**src/hw/rtl/afu_pkg.sv**
```systemverilog
// ----------------------------------------------------------------------------
// afu_pkg
// Shared types, register codes and elaboration-time constant helpers for the
// activation function unit.
// ----------------------------------------------------------------------------
package afu_pkg;

	localparam int DATA_WIDTH_DEF = 16;
	localparam int FRAC_BITS_DEF  = 12;
	localparam int DIV_STEPS      = 32;
	localparam int CFG_INDEX_W    = 1;
	localparam int CFG_DATA_W     = 3;

	localparam logic [CFG_INDEX_W-1:0] CFG_ACTIVATION_KIND = 1'b0;
	localparam logic [CFG_INDEX_W-1:0] CFG_DERIVATIVE_MODE = 1'b1;

	typedef enum logic [2:0] {
		KIND_IDENTITY = 3'd0,
		KIND_BINARY   = 3'd1,
		KIND_SIGMOID  = 3'd2,
		KIND_TANH     = 3'd3,
		KIND_RELU     = 3'd4,
		KIND_SOFTPLUS = 3'd5
	} kind_t;

	typedef struct packed {
		logic  valid;
		logic  neg;
		kind_t kind;
		logic  deriv;
	} ctrl_t;

	// e^-(2^e) in unsigned q32
	function automatic logic [31:0] exp_q32(input int e);
		real    arg;
		real    v;
		longint tmp;
		begin
			arg = 2.0 ** e;
			if (arg >= 32.0) return 32'd0;
			v = $exp(-arg) * 4294967296.0;
			if (v >= 4294967295.0) return 32'hFFFF_FFFF;
			tmp = longint'(v);
			return tmp[31:0];
		end
	endfunction

	// ln(1 + 2^-i) in unsigned q32
	function automatic logic [31:0] ln_q32(input int i);
		real    v;
		longint tmp;
		begin
			v   = $ln(1.0 + 2.0 ** (-i)) * 4294967296.0;
			tmp = longint'(v);
			return tmp[31:0];
		end
	endfunction

endpackage

```
**src/hw/rtl/afu_exp_cell.sv**
```systemverilog
// ----------------------------------------------------------------------------
// afu_exp_cell
// One cell of the exponential chain: folds in the factor for one magnitude bit.
// ----------------------------------------------------------------------------
module afu_exp_cell #(
	parameter int          DATA_WIDTH = afu_pkg::DATA_WIDTH_DEF,
	parameter int          BIT        = 0,
	parameter logic [31:0] C_SIG      = 32'd0,
	parameter logic [31:0] C_TANH     = 32'd0
) (
	input  logic                  clk,
	input  logic                  arst_n,
	input  logic                  en,
	input  afu_pkg::ctrl_t        ctrl_i,
	input  logic [DATA_WIDTH-1:0] mag_i,
	input  logic [32:0]           t_i,
	output afu_pkg::ctrl_t        ctrl_o,
	output logic [DATA_WIDTH-1:0] mag_o,
	output logic [32:0]           t_o
);
	import afu_pkg::*;

	logic [31:0] coef;
	logic [64:0] prod;
	logic [32:0] t_next;
	ctrl_t       ctrl_q;
	logic [DATA_WIDTH-1:0] mag_q;
	logic [32:0] t_q;

	assign coef   = (ctrl_i.kind == KIND_TANH) ? C_TANH : C_SIG;
	assign prod   = t_i * {33'd0, coef};
	assign t_next = mag_i[BIT] ? prod[64:32] : t_i;

	always_ff @(posedge clk or negedge arst_n) begin
		if (!arst_n) begin
			ctrl_q <= '0;
		end else if (en) begin
			ctrl_q <= ctrl_i;
		end
	end

	always_ff @(posedge clk) begin
		if (en) begin
			mag_q <= mag_i;
			t_q   <= t_next;
		end
	end

	assign ctrl_o = ctrl_q;
	assign mag_o  = mag_q;
	assign t_o    = t_q;
endmodule

```
**config.mk**
```make
export PLATFORM = sky130hd
export DESIGN_NAME = afu_exp_cell
export DESIGN_NICKNAME = d
export VERILOG_FILES = /design/src/hw/rtl/afu_pkg.sv /design/src/hw/rtl/afu_exp_cell.sv
export SDC_FILE = /design/constraint.sdc
export NUM_CORES = 1
export LEC_CHECK = 0
export BUFFER_PORTS_ARGS = -buffer_cell sky130_fd_sc_hd__buf_2
export CELL_PAD_IN_SITES_DETAIL_PLACEMENT = 1
export CELL_PAD_IN_SITES_GLOBAL_PLACEMENT = 2
export CORE_MARGIN = 2
export CORE_UTILIZATION = 30
export CTS_CLUSTER_SIZE = 30
export DETAILED_ROUTE_END_ITERATION = 10
export PLACE_DENSITY_LB_ADDON = 0.1
export SLEW_MARGIN = 10
export SYNTH_ARGS = -nofsm -noshare
export SYNTH_HDL_FRONTEND = slang
export SYNTH_SLANG_ARGS = --single-unit
```
**constraint.sdc**
```tcl
create_clock -name clk -period 1.5 [get_ports clk]
set_input_delay 0.3 -clock clk [delete_from_list [all_inputs] [get_ports clk]]
set_output_delay 0.3 -clock clk [all_outputs]
set_load 0.005 [all_outputs]
```
# Word level (Yosys, flattened, before mapping)
# Index checks and enable logic that the tools add are counted.
# W data, S select, Z words.
# op_classes
n_addsub	0
multipliers	0
n_div	0
order_cmp	0
n_eq_ne	0
shifts	0
mux	0
bitwise_logic	0
n_reduce_logical	0
# word_totals
regBits	55
latch_bits	0
mem_bits_rw	0
romBits	0
inputBits	58
out_inout_bits	55
mem_count	0

# Logic depth before layout (Yosys ltp)
# Gate-level depths: netlist of run 1.
# depth
word_depth	0
mapped_depth	2

# Worst setup path after synthesis of run 1
# Ideal clock, no wire load.
# synth_timing
path_type	input-to-reg
start	in en
end	reg ctrl_q, in the netlist ctrl_o[0]
setup_time_ns	0.125
arrival_time_ns	0.698
slack_ns	0.677
stages	2
n_path_buf	1
cell_sequence	buf_6 > mux2_4
# synth_rtl
element	line_no	text
start: declaration	afu_exp_cell.sv:13	input logic en,
end signal: assignment	afu_exp_cell.sv:38	ctrl_q <= ctrl_i;
end: declaration	afu_exp_cell.sv:26	ctrl_t ctrl_q;
# No word-level cell between the ends.

# Worst setup path after layout of run 1
# layout_timing
start	reg t_q[9], in the netlist t_o[9]
end	out t_o[9]
# layout_rtl
element	line_no	text
start: declaration	afu_exp_cell.sv:28	logic [32:0] t_q;
start signal: assignment	afu_exp_cell.sv:45	t_q <= t_next;
end: declaration	afu_exp_cell.sv:19	output logic [32:0] t_o
# No word-level cell between the ends.

==> impl_metrics.env, run 1 <==
export IMPL_arrival_ns=0.83
export IMPL_critPathLaunchType="flop"
export IMPL_layout_common_cells="112 x buf_2, 49 x edfxtp_1, 33 x nor2b_1"
export IMPL_power_leakage_nw=1.19
export IMPL_crit_family="flip-flops"
export IMPL_fin_cells=295
export IMPL_ctsLongestPathBuffers=2
export IMPL_final_net_count=275
export IMPL_hold_depth=1
export IMPL_synth_warnings=0
export IMPL_crit_type="reg2out"
export IMPL_design_die_area_um2=7140
export IMPL_routed_via_count=1257
export IMPL_fp_dieW_um=84.5
export IMPL_grt_busiest_layer="met2"
export IMPL_max_freq_mhz=884
export IMPL_pin_count=113
export IMPL_crit_chain="buf_2"
export IMPL_place_inst=286
export IMPL_period_needed_ns=1.13
export IMPL_grtUsageMet2_pct=22.3
export IMPL_clock_latency_ns=0.30
export IMPL_slew_headroom_pct=74.7
export IMPL_dr_pass1_iters=4
export IMPL_drive_gt1_share_pct=59.2
export IMPL_place_worst_setup_slack_ns=0.344
export IMPL_ir_drop_mv=0.432
export IMPL_cpPeakStageDelay_ns=0.39
export IMPL_final_common_cell="buf_2"
export IMPL_drcViolationCount=0
export IMPL_critPathBufInv=1
export IMPL_wire_per_inst_um=14.6
export IMPL_critPathCaptureType="output pin"
export IMPL_tns_ns=0
export IMPL_start_util_pct=30.8
export IMPL_grt_pass1_vias=1339
export IMPL_cts_tree="built"
export IMPL_cap_viol_max_count=0
export IMPL_use_met1_pct=13.2
export IMPL_gp_congestion=0.727
export IMPL_pwr_share_seq_pct=58.6
export IMPL_setup_viol=0
export IMPL_syn_inst=98
export IMPL_place_detailed_hpwl_um=3360
export IMPL_cellPowerDensity_nw_per_um2=1140
export IMPL_cp_required_ns=1.20
export IMPL_r2r_cells=1
export IMPL_fin_util_pct=43.5
export IMPL_track_usage_pct=12.5
export IMPL_crit_cells=1
export IMPL_skew_ns=0
export IMPL_antenna_found_initial=0
export IMPL_p_comb_share_pct=10.5
export IMPL_slew_viol_final=0
export IMPL_swShare_pct=20.6
export IMPL_slowest_stage="edfxtp_1"
export IMPL_yosys_register_bits=55
export IMPL_rsz0062_at_grt="false"
export IMPL_fillers=677
export IMPL_p_int_w=0.00249
export IMPL_grt_max_degree=31
export IMPL_holdCritPathClass="in2reg"
export IMPL_cp_max_fo=1
export IMPL_vias_per_cell=4.26
export IMPL_cts_buffers=5
export IMPL_drt_wl_total_um=4310
export IMPL_synth_cell_type_count=6
export IMPL_die_height_um=84.5
export IMPL_first_iter_violations=58
export IMPL_run_status="completed"
export IMPL_finalHoldViolations=0
export IMPL_grt_pass1_wl_um=6730
export IMPL_postRouteAntennaNets=0
export IMPL_core_area_um2=6310
export IMPL_synth_nets=156
export IMPL_area_growth_pct=41.2
export IMPL_fin_crit_sh_pct=75.4
export IMPL_clk_pin_slew_ns=0.10
export IMPL_synth_area_um2=1940
export IMPL_tightest_slew_ns=0.380
export IMPL_use_met3_pct=5.60
export IMPL_fp_row_count=29
export IMPL_diodes=0
export IMPL_clock_root_buffer="clkbuf_8"
export IMPL_postLayoutSetupSlackWorst_ns=0.369
export IMPL_clkPwrFrac_pct=30.9
export IMPL_synth_area_per_cell_um2=19.8
export IMPL_yosysSeqAreaShare_pct=83.4
export IMPL_switching_power_w=0.000646
export IMPL_port_buffers=112
export IMPL_cts_sinks=55
export IMPL_grt_ovfl_total=0
export IMPL_cts_htree_levels=2
layer usage:
metal | wire, um | share of wire, %
met1 | 1480 | 34
met2 | 2350 | 54
met3 | 459 | 11
met4 | 23 | 0.53
met5 | 0 | 0
power groups by stage:
stage	logic, W	registers [W]	clock network [W]
3_3_place_gp	0.000327	0.00187	0
2_1_floorplan	0.0000726	0.00189	0
3_5_place_dp	0.000338	0.00187	0
4_1_cts	0.000340	0.00184	0.00101
6_report	0.000329	0.00184	0.000967
5_1_grt	0.000364	0.00185	0.00107
sequential cells by signal, indices dropped and copies added, names as in the netlist:
register	count
t_o	33
mag_o	16
ctrl_o	6
cell usage after synthesis:
master	n	area share (%)
mux2_4	6	4.6
nor2b_1	33	11
buf_6	1	0.58
buf_2	3	0.77
dfrtp_1	6	7.7
edfxtp_1	49	76
kinds of logic (layout without fill, tap and decap cells):
family	count (synthesis)	count (layout)	share of synthesized area (%)
AND/OR/NAND/NOR	33	33	10.6
multiplexers	6	6	4.63
buffers and inverters	4	124	1.35
flip-flops	55	55	83.4
timing repair:
action,CTS,global route
endpoints found under the hold margin,6,0
setup buffers,0,0
hold buffers,1,0
gates resized for setup,0,0
final cells by class:
class                      instances  area [um^2]  area share (%)
clock buffer                       5         68.8            2.51
tap                               77         96.3            3.51
multi-input combinational         39          297            10.8
sequential                        55         1620            59.1
timing repair buffer             116          618            22.5
clock inverter                     3         43.8            1.60
path summary, 6_finish.rpt:
path / startpoint / endpoint / slack [ns]
max reg2reg: ctrl_o[5]$_DFFE_PN0P_ / ctrl_o[5]$_DFFE_PN0P_ / 0.73
min: mag_i[4] / mag_o[4]$_DFFE_PP_ / 0.17
min in group asynchronous: arst_n / ctrl_o[3]$_DFFE_PN0P_ / 0.35
max in group asynchronous: arst_n / ctrl_o[0]$_DFFE_PN0P_ / 1.01
min reg2reg: ctrl_o[3]$_DFFE_PN0P_ / ctrl_o[3]$_DFFE_PN0P_ / 0.52
max: t_o[9]$_SDFFCE_PP0P_ / t_o[9] / 0.37
metrics by stage:
step | area, um^2 | total power (W) | hold WS [ns]
floorplan | 1940 | 0.00196 | 0.00441
global placement | 2620 | 0.00219 | 0.125
detailed placement | 2620 | 0.00221 | 0.135
CTS | 2750 | 0.00319 | 0.149
global route | 2750 | 0.00329 | 0.136
finish | 2750 | 0.00313 | 0.165
(Power assumes the default switching activity.)
==> inputs of run 2 (changes only) <==
--- a/config.mk
+++ b/config.mk
@@ -9,7 +9,7 @@
 export CELL_PAD_IN_SITES_DETAIL_PLACEMENT = 1
 export CELL_PAD_IN_SITES_GLOBAL_PLACEMENT = 2
 export CORE_MARGIN = 2
-export CORE_UTILIZATION = 30
+export CORE_UTILIZATION = 28
 export CTS_CLUSTER_SIZE = 30
 export DETAILED_ROUTE_END_ITERATION = 10
 export PLACE_DENSITY_LB_ADDON = 0.1
==> constraint.sdc (replaced) <==
create_clock -name clk -period 1.2 [get_ports clk]
set_input_delay 0.24 -clock clk [delete_from_list [all_inputs] [get_ports clk]]
set_output_delay 0.24 -clock clk [all_outputs]
set_load 0.005 [all_outputs]
==> run 2 against run 1 <==
Compared with the run above:
- largest cell class unchanged
- setup slack got worse by 0.24 ns
- clock skew unchanged
- critical path depth unchanged
- highest routed layer unchanged
==> impl_metrics.env, run 2 (same netlist as run 1, synthesis figures left out) <==
export IMPL_slowest_stage="edfxtp_1"
export IMPL_grtUsageMet2_pct=19.1
export IMPL_use_met1_pct=11.1
export IMPL_fin_util_pct=40.4
export IMPL_clock_latency_ns=0.29
export IMPL_crit_chain="buf_2"
export IMPL_cts_tree="built"
export IMPL_antenna_found_initial=0
export IMPL_track_usage_pct=11.0
export IMPL_first_iter_violations=7
export IMPL_slew_viol_final=0
export IMPL_run_status="completed"
export IMPL_critPathCaptureType="output pin"
export IMPL_cts_htree_levels=2
export IMPL_layout_common_cells="112 x buf_2, 49 x edfxtp_1, 33 x nor2b_1"
export IMPL_drcViolationCount=0
export IMPL_ctsHoldBuffers=1
export IMPL_ir_drop_mv=0.454
export IMPL_postCtsSetupRepairBufs=0
export IMPL_place_inst=289
export IMPL_period_needed_ns=1.07
export IMPL_cp_max_fo=1
export IMPL_core_area_um2=6760
export IMPL_power_leakage_nw=1.18
export IMPL_p_comb_share_pct=11.4
export IMPL_wire_per_inst_um=14.4
export IMPL_fillers=738
export IMPL_vias_per_cell=4.14
export IMPL_holdCritPathClass="in2reg"
export IMPL_grt_max_degree=35
export IMPL_grt_busiest_layer="met2"
export IMPL_setup_viol=0
export IMPL_grt_pass1_vias=1236
export IMPL_final_net_count=275
export IMPL_fp_row_count=30
export IMPL_max_freq_mhz=931
export IMPL_slew_headroom_pct=88.0
export IMPL_start_util_pct=28.8
export IMPL_fin_crit_sh_pct=89.5
export IMPL_place_detailed_hpwl_um=3290
export IMPL_final_area_um2=2730
export IMPL_largest_reg_flops=33
export IMPL_dpl_cell_area_um2=2640
export IMPL_p_int_w=0.00291
export IMPL_skew_ns=0
export IMPL_area_growth_pct=40.3
export IMPL_pwr_share_seq_pct=62.6
export IMPL_cellPowerDensity_nw_per_um2=1350
export IMPL_drive_gt1_share_pct=57.8
export IMPL_crit_type="reg2out"
export IMPL_drt_wl_total_um=4300
export IMPL_dr_pass1_iters=2
export IMPL_clock_root_buffer="clkbuf_8"
export IMPL_die_height_um=87.3
export IMPL_diodes=0
export IMPL_cts_sinks=55
export IMPL_cpPeakStageDelay_ns=0.39
export IMPL_cap_viol_max_count=0
export IMPL_critPathBufInv=1
export IMPL_pin_count=113
export IMPL_switching_power_w=0.000764
export IMPL_fin_cells=298
export IMPL_final_common_cell="buf_2"
export IMPL_fp_dieW_um=87.3
export IMPL_tightest_slew_ns=0.180
export IMPL_gp_congestion=0.736
export IMPL_clkPwrFrac_pct=26.1
export IMPL_postRouteAntennaNets=0
export IMPL_clk_pin_slew_ns=0.09
export IMPL_design_die_area_um2=7630
export IMPL_p_total_w=0.00367
export IMPL_crit_family="flip-flops"
export IMPL_critPathLaunchType="flop"
export IMPL_rsz0062_at_grt="false"
export IMPL_use_met3_pct=5.02
export IMPL_cp_required_ns=0.96
export IMPL_cts_buffers=5
export IMPL_ctsLongestPathBuffers=2
export IMPL_swShare_pct=20.8
export IMPL_grt_ovfl_total=0
export IMPL_arrival_ns=0.83
export IMPL_grt_pass1_wl_um=6220
export IMPL_finalHoldViolations=0
export IMPL_ctsResizeCount=0
export IMPL_routed_via_count=1235
export IMPL_tns_ns=0
export IMPL_port_buffers=112
run 2: cell count changes in the layout (fill, tap and decap cells not counted), sizes merged:
| cell | change |
|---|---|
| clkbuf | +3 |
| clkinv | -2 |
| bufinv | -1 |
run 2: worst paths after layout:
check	from	endpoint	slack [ns]	depth (start not counted)
setup / recovery	t_o[10]$_SDFFCE_PP0P_	t_o[10]	0.13	1
max in group asynchronous	arst_n	ctrl_o[1]$_DFFE_PN0P_	0.78	2
setup reg to reg	ctrl_o[2]$_DFFE_PN0P_	ctrl_o[2]$_DFFE_PN0P_	0.43	1
min in group asynchronous	arst_n	ctrl_o[5]$_DFFE_PN0P_	0.28	2
hold reg to reg	ctrl_o[5]$_DFFE_PN0P_	ctrl_o[5]$_DFFE_PN0P_	0.52	1
hold / removal	mag_i[9]	mag_o[9]$_DFFE_PP_	0.11	1
run 2: final cells by class:
type                    count  area, um^2  area share, %
flip-flops and latches     55        1620           59.4
repair buffers            116         631           23.1
multi-input cells          39         297           10.9
well taps                  80         100           3.67
clock buffers               8        80.1           2.93
run 2: per-stage QoR:
stage	hold WS (ns)	setup slack [ns]
floorplan	-0.0556	0.437
global placement	0.0614	0.200
detailed placement	0.0673	0.167
CTS	0.0945	0.0987
global route	0.0854	0.0683
finish	0.112	0.126
run 2: power groups by stage:
stage | logic, W | registers, W | clock network [W]
floorplan | 0.0000907 | 0.00236 | 0
global placement | 0.000415 | 0.00233 | 0
CTS | 0.000429 | 0.00230 | 0.00101
global route | 0.000457 | 0.00231 | 0.00108
detailed placement | 0.000426 | 0.00234 | 0
finish | 0.000417 | 0.00230 | 0.000958
run 2: metal layers:
metal | wire (um) | vias to the layer above | share of wire [%]
met5 | 0 | - | 0
met4 | 68 | 0 | 1.6
met3 | 397 | 6 | 9.2
met2 | 2290 | 55 | 53
met1 | 1540 | 590 | 36
li1 | - | 584 | -
