--- src/hw/rtl/afu_pkg.sv ---
// ----------------------------------------------------------------------------
// afu_pkg
// Shared types, register codes and elaboration-time constant helpers for the
// activation function unit.
// ----------------------------------------------------------------------------
package afu_pkg;

	localparam int DATA_WIDTH_DEF = 16;
	localparam int FRAC_BITS_DEF  = 12;
	localparam int DIV_STEPS      = 32;
	localparam int CFG_INDEX_W    = 1;
	localparam int CFG_DATA_W     = 3;

	localparam logic [CFG_INDEX_W-1:0] CFG_ACTIVATION_KIND = 1'b0;
	localparam logic [CFG_INDEX_W-1:0] CFG_DERIVATIVE_MODE = 1'b1;

	typedef enum logic [2:0] {
		KIND_IDENTITY = 3'd0,
		KIND_BINARY   = 3'd1,
		KIND_SIGMOID  = 3'd2,
		KIND_TANH     = 3'd3,
		KIND_RELU     = 3'd4,
		KIND_SOFTPLUS = 3'd5
	} kind_t;

	typedef struct packed {
		logic  valid;
		logic  neg;
		kind_t kind;
		logic  deriv;
	} ctrl_t;

	// e^-(2^e) in unsigned q32
	function automatic logic [31:0] exp_q32(input int e);
		real    arg;
		real    v;
		longint tmp;
		begin
			arg = 2.0 ** e;
			if (arg >= 32.0) return 32'd0;
			v = $exp(-arg) * 4294967296.0;
			if (v >= 4294967295.0) return 32'hFFFF_FFFF;
			tmp = longint'(v);
			return tmp[31:0];
		end
	endfunction

	// ln(1 + 2^-i) in unsigned q32
	function automatic logic [31:0] ln_q32(input int i);
		real    v;
		longint tmp;
		begin
			v   = $ln(1.0 + 2.0 ** (-i)) * 4294967296.0;
			tmp = longint'(v);
			return tmp[31:0];
		end
	endfunction

endpackage

--- src/hw/rtl/afu_divlog_cell.sv ---
// ----------------------------------------------------------------------------
// afu_divlog_cell
// One cell of the reciprocal chain: one restoring division step for
// t/(1+t) and one shift-add normalization step for ln(1+t).
// ----------------------------------------------------------------------------
module afu_divlog_cell #(
	parameter int          DATA_WIDTH = afu_pkg::DATA_WIDTH_DEF,
	parameter int          SHIFT      = 1,
	parameter logic [31:0] LN_C       = 32'd0
) (
	input  logic                  clk,
	input  logic                  arst_n,
	input  logic                  en,
	input  afu_pkg::ctrl_t        ctrl_i,
	input  logic [DATA_WIDTH-1:0] mag_i,
	input  logic [32:0]           den_i,
	input  logic [33:0]           rem_i,
	input  logic [31:0]           quo_i,
	input  logic [32:0]           x_i,
	input  logic [31:0]           w_i,
	output afu_pkg::ctrl_t        ctrl_o,
	output logic [DATA_WIDTH-1:0] mag_o,
	output logic [32:0]           den_o,
	output logic [33:0]           rem_o,
	output logic [31:0]           quo_o,
	output logic [32:0]           x_o,
	output logic [31:0]           w_o
);
	import afu_pkg::*;

	logic [33:0] rem_sh;
	logic        ge;
	logic [33:0] cand;
	logic        take;
	ctrl_t       ctrl_q;
	logic [DATA_WIDTH-1:0] mag_q;
	logic [32:0] den_q;
	logic [33:0] rem_q;
	logic [31:0] quo_q;
	logic [32:0] x_q;
	logic [31:0] w_q;

	assign rem_sh = {rem_i[32:0], 1'b0};
	assign ge     = rem_sh >= {1'b0, den_i};
	assign cand   = {1'b0, x_i} + {1'b0, x_i >> SHIFT};
	assign take   = cand <= {1'b0, den_i};

	always_ff @(posedge clk or negedge arst_n) begin
		if (!arst_n) begin
			ctrl_q <= '0;
		end else if (en) begin
			ctrl_q <= ctrl_i;
		end
	end

	always_ff @(posedge clk) begin
		if (en) begin
			mag_q <= mag_i;
			den_q <= den_i;
			rem_q <= ge ? (rem_sh - {1'b0, den_i}) : rem_sh;
			quo_q <= {quo_i[30:0], ge};
			x_q   <= take ? cand[32:0] : x_i;
			w_q   <= take ? (w_i + LN_C) : w_i;
		end
	end

	assign ctrl_o = ctrl_q;
	assign mag_o  = mag_q;
	assign den_o  = den_q;
	assign rem_o  = rem_q;
	assign quo_o  = quo_q;
	assign x_o    = x_q;
	assign w_o    = w_q;
endmodule

--- config.mk ---
export PLATFORM = sky130hd
export DESIGN_NAME = afu_divlog_cell
export DESIGN_NICKNAME = d
export VERILOG_FILES = /design/src/hw/rtl/afu_pkg.sv /design/src/hw/rtl/afu_divlog_cell.sv
export SDC_FILE = /design/constraint.sdc
export NUM_CORES = 1
export LEC_CHECK = 0
export BUFFER_PORTS_ARGS = -buffer_cell sky130_fd_sc_hd__buf_4
export CORE_MARGIN = 2
export CORE_UTILIZATION = 35
export DETAILED_ROUTE_END_ITERATION = 8
export GPL_TIMING_DRIVEN = 1
export PLACE_DENSITY = 0.6
export SLEW_MARGIN = 20
export SYNTH_ARGS = -nofsm -noshare
export SYNTH_HDL_FRONTEND = slang
export SYNTH_SLANG_ARGS = --single-unit
export TNS_END_PERCENT = 10
--- constraint.sdc ---
create_clock -name clk -period 1.08 [get_ports clk]
set_input_delay 0.162 -clock clk [delete_from_list [all_inputs] [get_ports clk]]
set_output_delay 0.162 -clock clk [all_outputs]
set_load 0.01 [all_outputs]
=== Yosys cells after proc, flatten, opt, wreduce, memory -nomap -nowiden ===
Index checks and enable logic that the tools add are counted.

* Register bits: 186
* Word-level logic and storage cells: 17

* Mux-type cells: 2
* Add/subtract/negate cells: 2
* Order comparisons: 2

{| class="wikitable"
|+ Operators by type and width
! operator !! number
|-
| adder 33 x 32 -> 34 bit || 1
|-
| greater-or-equal comparator 34 x 33 -> 1 bit || 1
|-
| less-or-equal comparator 34 x 33 -> 1 bit || 1
|-
| two-way mux 34 bit || 1
|-
| subtractor 34 x 33 -> 34 bit || 1
|-
| two-way mux 33 bit || 1
|}

=== Depth between registers and ports, before layout ===
Gate-level depths: netlist of the first run.

* Depth in word-level cells: 3
* Depth in mapped cells: 24
* Gate-level depth less buffers: 23

=== Worst setup path before layout of the first run ===
No wires, ideal clock.

* Path type: input port to flip-flop
* Start: input x_i[0]
* End: register x_q[10], in the netlist x_o[10], data pin
* Stages on the path: 23
* Setup time: 262 ps
* Data arrival time: 4555 ps
* Required time: 818 ps
* Setup slack: -3737 ps
* Cell sequence: ha_1 > inv_1 > fa_1 > nor2b_1 > o31a_1 > o31a_1 > a221o_1 > a21oi_2 > o21ai_1 > a31oi_1 > o21ai_0 > xor2_1 > ha_1 > nand2_1 > o21ai_0 > a2111oi_0 > nor2_1 > a2111oi_0 > a211oi_1 > o21ai_0 > o21ai_4 > buf_4 > mux2_1

* Word-level cells in the longest chain between the ends: 3

{| class="wikitable"
|+ Ends and longest elaborated chain
! item !! line !! text
|-
| from (decl) || afu_divlog_cell.sv:19 || <nowiki>input logic [32:0] x_i,</nowiki>
|-
| adder 33 x 32 -> 34 bit * || afu_divlog_cell.sv:45 || <nowiki>assign cand = {1'b0, x_i} + {1'b0, x_i >> SHIFT};</nowiki>
|-
| less-or-equal comparator 34 x 33 -> 1 bit || afu_divlog_cell.sv:46 || <nowiki>assign take = cand <= {1'b0, den_i};</nowiki>
|-
| two-way mux 33 bit * || afu_divlog_cell.sv:62 || <nowiki>x_q <= take ? cand[32:0] : x_i;</nowiki>
|-
| to (signal assigned) || afu_divlog_cell.sv:62 ||
|-
| to (decl) || afu_divlog_cell.sv:40 || <nowiki>logic [32:0] x_q;</nowiki>
|}

Every way passes the cells marked *; elsewhere a longest branch is shown, timed or not.
A chain may end at the register's enable or synchronous reset.

=== Worst setup path after layout of the first run ===
* Start: input x_i[1]
* End: register x_q[12], in the netlist x_o[12], data pin

The elaborated chain is that of the path after synthesis.

==> results of run 1 <==
==> power by group <==
group          switching (W)  total (W)  internal [W]
combinational        0.00391    0.00928       0.00537
sequential          0.000416    0.00938       0.00897
clock                0.00319    0.00654       0.00335
total                0.00751     0.0252        0.0177
==> state kept, by name, indices dropped and copies added (netlist names) <==
signal / count
ctrl_o: 6
mag_o: 16
den_o: 33
rem_o: 34
quo_o: 32
x_o: 33
w_o: 32
==> synth_stat cells, types with 3 or more instances <==
cell type / number / area share [%]
and3_1: 5 / 0.30
nor2b_1: 11 / 0.65
nor4_1: 6 / 0.36
xor2_1: 23 / 1.9
edfxtp_1: 180 / 51
xnor2_1: 29 / 2.4
o31a_1: 3 / 0.25
inv_1: 55 / 2.0
mux2_1: 23 / 2.5
nand3_1: 13 / 0.62
clkbuf_1: 15 / 0.54
nand4_1: 14 / 0.83
a21o_1: 31 / 2.2
nand2b_1: 13 / 0.77
o21ai_1: 4 / 0.19
a31oi_1: 10 / 0.60
o31ai_1: 4 / 0.29
o211ai_1: 3 / 0.21
a21oi_1: 67 / 3.2
o21bai_1: 9 / 0.64
nor2_1: 39 / 1.4
o21a_1: 8 / 0.57
a221o_1: 6 / 0.57
mux2_2: 17 / 1.8
ha_1: 99 / 12
a211oi_1: 8 / 0.57
nand2_1: 71 / 2.5
dfrtp_1: 6 / 1.4
nor3_1: 7 / 0.33
buf_2: 3 / 0.14
o21ai_0: 66 / 3.1
==> kinds of logic (layout without fill, tap and decap cells) <==
| kind of cell | after synthesis | in the layout | share of synthesized area, % |
|---|---|---|---|
| AOI/OAI and AO/OA | 240 | 240 | 14.40 |
| adders and majority gates | 101 | 101 | 12.17 |
| DFF | 186 | 186 | 52.85 |
| and+or+nand+nor | 195 | 195 | 8.975 |
| muxes | 41 | 41 | 4.380 |
| buffers and inverters | 76 | 875 | 2.892 |
| xor gates and xnor gates | 52 | 52 | 4.333 |
| other | 0 | 3 | 0 |
==> what timing repair did <==
item	CTS	global route
endpoints found under the setup margin	254	254
pin swaps	12	8
gates cloned	1	0
buffers inserted	3	3
gates resized for setup	181	82
hold endpoints to repair	123	0
hold buffers	118	0
==> metrics by stage <==
step | total power [W] | instance area [µm²] | instances | setup TNS (ps) | worst slack (ps)
finish | 0.02520 | 18870 | 2083 | -156910 | -3167
global route | 0.02645 | 18870 | 2083 | -173950 | -3299
CTS | 0.02498 | 18520 | 2077 | -159320 | -3153
detailed placement | 0.01718 | 16050 | 1923 | -190770 | -3753
global placement | 0.01708 | 16050 | 1923 | -188120 | -3658
floorplan | 0.01277 | 10550 | 891 | -164990 | -3304
==> cell type report <==
| cell class | count | area share (%) |
|---|---|---|
| Multi-Input combinational cell | 629 | 26.38 |
| Inverter | 55 | 1.107 |
| Tap cell | 390 | 2.586 |
| Sequential cell | 186 | 29.44 |
| Clock buffer | 18 | 2.274 |
| Clock inverter | 14 | 0.9016 |
| Antenna cell | 3 | 0.03978 |
| Timing Repair Buffer | 788 | 37.28 |
==> worst paths after layout <==
check                             to  slack, ps  depth (start not counted)
hold reg to reg            ctrl_o[1]        540                          1
min in group asynchronous  ctrl_o[2]         50                          2
setup / recovery             x_o[12]      -3170                         24
setup reg to reg           ctrl_o[5]        220                          1
max in group asynchronous  ctrl_o[1]        900                          2
hold / removal                x_o[0]         10                          3
==> layer usage <==
layer	vias to the layer above	share of wire, %	routed length (µm)
met1	4636	40	14950
met5	-	0	0
met2	296	51	19200
li1	4922	-	-
met3	43	5.9	2188
met4	0	2.6	965
==> impl_metrics.toml, run 1 <==
[worst_setup_path]
worstReg2RegStart = "ctrl_o[5]"
cp_data_arrival_time_ps = 4430
crit_family = "compound AO/OA/AOI/OAI gates"
path_class = "input pin to flop"
start_kind = "input pin"
crit_chain = "buf_8 -> ha_4 -> inv_2 -> fa_2 -> nor2b_2 -> o31a_1 -> o31a_1 -> a221o_1 -> a21oi_2 -> o21ai_2 -> a31oi_2 -> o21ai_1 -> xor2_1 -> ha_1 -> nand2_1 -> o21ai_1 -> a2111oi_1 -> nor2_1 -> a2111oi_2 -> a211oi_1 -> o21ai_1 -> o21ai_4 -> clkbuf_16 -> mux2_4"
endpoint_kind = "flop"
required_ps = 1270
critPathLaunch = "x_i[1]"
path_max_fanout = 8
critPathBufInv = 3
crit_path_top_delay_cell = "a2111oi_1"
crit_path_frequent_cell = "o21ai_1"
slowest_delay_ps = 370

[synth]
synth_ff_type = "edfxtp_1"
synthCells = 891
ys_warn_count = 0
async_flop_share_pct = 3.226
synth_area_um2 = 10510
ys_ff_latch = 186
synth.net_count = 1181
synth-seq-area-share_pct = 52.85
synth_edf_count = 180
syn_avg_cell_area_um2 = 11.80
ys_types = 62

[clock_network]
cts_tree = "done"
cts_buffers = 17
clockBufferDepth = 2
htreeDepth = 4
clock_latency_ps = 430
clock_sinks = 186
cts.clk_slew.worst_paths_ps = 80
clockRootBuffer = "clkbuf_16"

[timing]
hold_viol_final = 0
finClkSkew_ps = 0
finalSetupViolations = 254
worst_pin_slew_ps = 354.1
hold_ws_ps = 14.57
fmax_mhz = 235.5
setup_slack_ps = -3167
layout_min_cycle_time_ps = 4247
fin_crit_sh_pct = 393.2
maxSlewViolCount = 0
rsz0062_at_grt = "yes"
slew_headroom_pct = 76.14

[routing]
drt-vias-per-instance = 4.751
drc_errors = 0
drt_wl_total_mm = 37.30
drt-pass1-iter-count = 5
wl_per_cell_um = 17.91
num_vias = 9897
drt-initial-drc-count = 470
drtAntennaViolNets = 0

[die]
core_um2 = 29640
fp.dieH_um = 177.3
fp.dieArea_um2 = 31440
start_util_pct = 35.47
io_pins = 375
fp.dieW_um = 177.3
num_rows = 63

[layout]
mostFrequentLayoutCells = "buf_4 (479), edfxtp_1 (180), buf_6 (178), dlygate4sd3_1 (118), ha_1 (95)"
layout_commonest_cell = "buf_4"
nets = 1967
final_util_pct = 63.68
area_growth_pct = 79.55
fillers = 2331
multi_input_area_um2 = 4979
ff_latch_area_um2 = 5555
drive_gt1_share_pct = 47.10

[pwr]
p_leak_nw = 8.589
peakVddDrop_mv = 0.8032
p_per_area_nw_per_um2 = 1335

[placed_design]
dp_hpwl_mm = 27.40
port-buffer-count = 372
gp_congestion = 0.8744

[min_path]
worstHoldStart = "x_i[0]"
hp-class = "input pin to flop"

[grt]
grt-ovfl-total = 0
grt_usage_pct = 22.50
grt_use_met2_pct = 41.12
grt_use_met1_pct = 26.71
grt.met3_usage_pct = 4.413
antenna_found_initial = 3
grt_pass1_vias = 10191
grt_pass1_wl_mm = 54.05
grt.busiest_layer = "met2"
grt_max_degree = 45

[flow_run]
drv_cap = 0

[status]
violations = "setup timing"
status = "complete, but fails checks"
(Power assumes the default switching activity.)
==> run 2: changes to the inputs <==
Settings changed: CAP_MARGIN set to 15, CORE_MARGIN 2 to unset, SKIP_CTS_REPAIR_TIMING set to 1.
==> impl_metrics.toml, run 2 (same netlist as run 1, synthesis figures left out) <==
[timing]
maxSlewViolCount = 0
worst_pin_slew_ps = 426.1
slew_headroom_pct = 71.49
setup_slack_ps = -3142
fmax_mhz = 236.8
hold_viol_final = 0
rsz0062_at_grt = "yes"
hold_ws_ps = 14.88
finalSetupViolations = 254
layout_min_cycle_time_ps = 4222
finClkSkew_ps = 0
fin_crit_sh_pct = 390.9

[die]
fp.dieW_um = 175.3
core_um2 = 29560
fp.dieH_um = 175.3
num_rows = 63
io_pins = 375
start_util_pct = 35.56
fp.dieArea_um2 = 30730

[layout]
nets = 1960
mostFrequentLayoutCells = "buf_4 (472), edfxtp_1 (180), buf_6 (179), dlygate4sd3_1 (116), ha_1 (89)"
diodes = 0
drive_gt1_share_pct = 47.59
fillers = 2304
area_growth_pct = 79.51
largest_register_ffs = 34
layout_commonest_cell = "buf_4"
final_util_pct = 63.83

[routing]
drt-initial-drc-count = 438
drt-vias-per-instance = 4.801
wl_per_cell_um = 17.68
num_vias = 9953
drt_wl_total_mm = 36.66
drtAntennaViolNets = 0
drc_errors = 0
drt-pass1-iter-count = 4

[worst_setup_path]
endpoint_kind = "flop"
start_kind = "input pin"
cp_data_arrival_time_ps = 4420
path_max_fanout = 6
path_class = "input pin to flop"
required_ps = 1280

[pwr]
pwr-share-clk_pct = 25.9
p_comb_share_pct = 36.6
p_leak_nw = 8.527
swShare_pct = 30.05
p_per_area_nw_per_um2 = 1328
seqPwrFrac_pct = 37.5
p_sw_w = 0.007528
peakVddDrop_mv = 0.9078
p_int_w = 0.01752

[flow_run]
drv_cap = 0

[placed_design]
port-buffer-count = 372
gp_congestion = 0.9124
dp_hpwl_mm = 27.17

[clock_network]
clockBufferDepth = 2
cts_tree = "done"
clock_latency_ps = 440
cts_buffers = 17
clock_sinks = 186
htreeDepth = 4
cts.clk_slew.worst_paths_ps = 80
clockRootBuffer = "clkbuf_16"

[grt]
grt_usage_pct = 20.83
grt_pass1_wl_mm = 48.74
grt_max_degree = 28
antenna_found_initial = 1
grt-ovfl-total = 0
grt_pass1_vias = 9078

[status]
status = "complete, but fails checks"
violations = "setup timing"

[min_path]
hp-class = "input pin to flop"
run 2: cell count changes in the layout (fill, tap and decap cells not counted), moves of 4 or more:
cell     previous run  this run
mux2_1              0         6
o21ai_1            19        27
nand2_2             1         5
o21ai_0            48        38
inv_2               2         6
buf_4             479       472
nand2_1            70        66
inv_1              52        47
mux2_4             23        18
ha_4                4         9
ha_1               95        89
run 2: cell type report:
type / instances / area [µm²] / area share (%)
multi-input cells: 629 / 5034 / 26.68
well taps: 390 / 488.0 / 2.586
repair buffers: 781 / 6979 / 36.99
clock buffers: 19 / 454.2 / 2.407
clock inverters: 13 / 147.6 / 0.7824
flip-flops and latches: 186 / 5555 / 29.44
inverters: 55 / 211.5 / 1.121
run 2: stage by stage:
step / instances / setup WS [ps] / TNS, ps / total power (W) / area [µm²]
final: 2073 / -3142 / -156540 / 0.02505 / 18870
after global routing: 2073 / -3426 / -176290 / 0.02622 / 18870
after CTS: 1953 / -3310 / -172690 / 0.02356 / 16610
after detailed placement: 1921 / -3778 / -191420 / 0.01710 / 16010
after global placement: 1921 / -3725 / -189710 / 0.01701 / 16010
after floorplan: 891 / -3304 / -164990 / 0.01277 / 10550
run 2: layer usage:
layer  vias to the layer above  part of all wire [%]  wire, µm  global-route usage (%)
met5                         -                 0.035        13                       0
met4                         2                   1.6       576                   4.783
met3                        37                   4.4      1612                   3.680
met2                       263                    52     19160                   37.67
met1                      4722                    42     15300                   25.65
li1                       4929                     -         -                       -
run 2: power by group through the flow:
stage	clock [W]	sequential [W]	combinational (W)
2_1_floorplan	0	0.00978	0.00299
3_3_place_gp	0	0.00936	0.00764
3_5_place_dp	0	0.00937	0.00773
4_1_cts	0.00658	0.00922	0.00777
5_1_grt	0.00686	0.00947	0.00989
6_report	0.00648	0.00940	0.00917
run 2: final timing paths:
check	startpoint	end	slack (ps)	cells past startpoint
max in group asynchronous	arst_n	ctrl_o[2]	910	2
worst min-delay path	x_i[0]	x_o[0]	10	3
worst min register to register	ctrl_o[4]	ctrl_o[4]	550	1
min in group asynchronous	arst_n	ctrl_o[0]	60	2
worst max register to register	ctrl_o[3]	ctrl_o[3]	290	1
worst max-delay path	x_i[1]	x_o[13]	-3140	24
run 2: worst max-delay path, stage by stage:
cell and delay, ps:
buf_8 100, ha_4 150, inv_2 50, fa_2 190, nor2b_2 50, o31a_1 260
o31a_1 290, a221o_1 370, a21oi_4 200, o21ai_2 80, a31oi_1 180, o21ai_1 90
xor2_1 160, ha_1 310, nand2_2 80, o21ai_2 70, a2111oi_2 310, nor2_1 90
a2111oi_2 200, a211oi_1 110, o21ai_1 230, o21ai_4 180, clkbuf_16 210, mux2_4 290
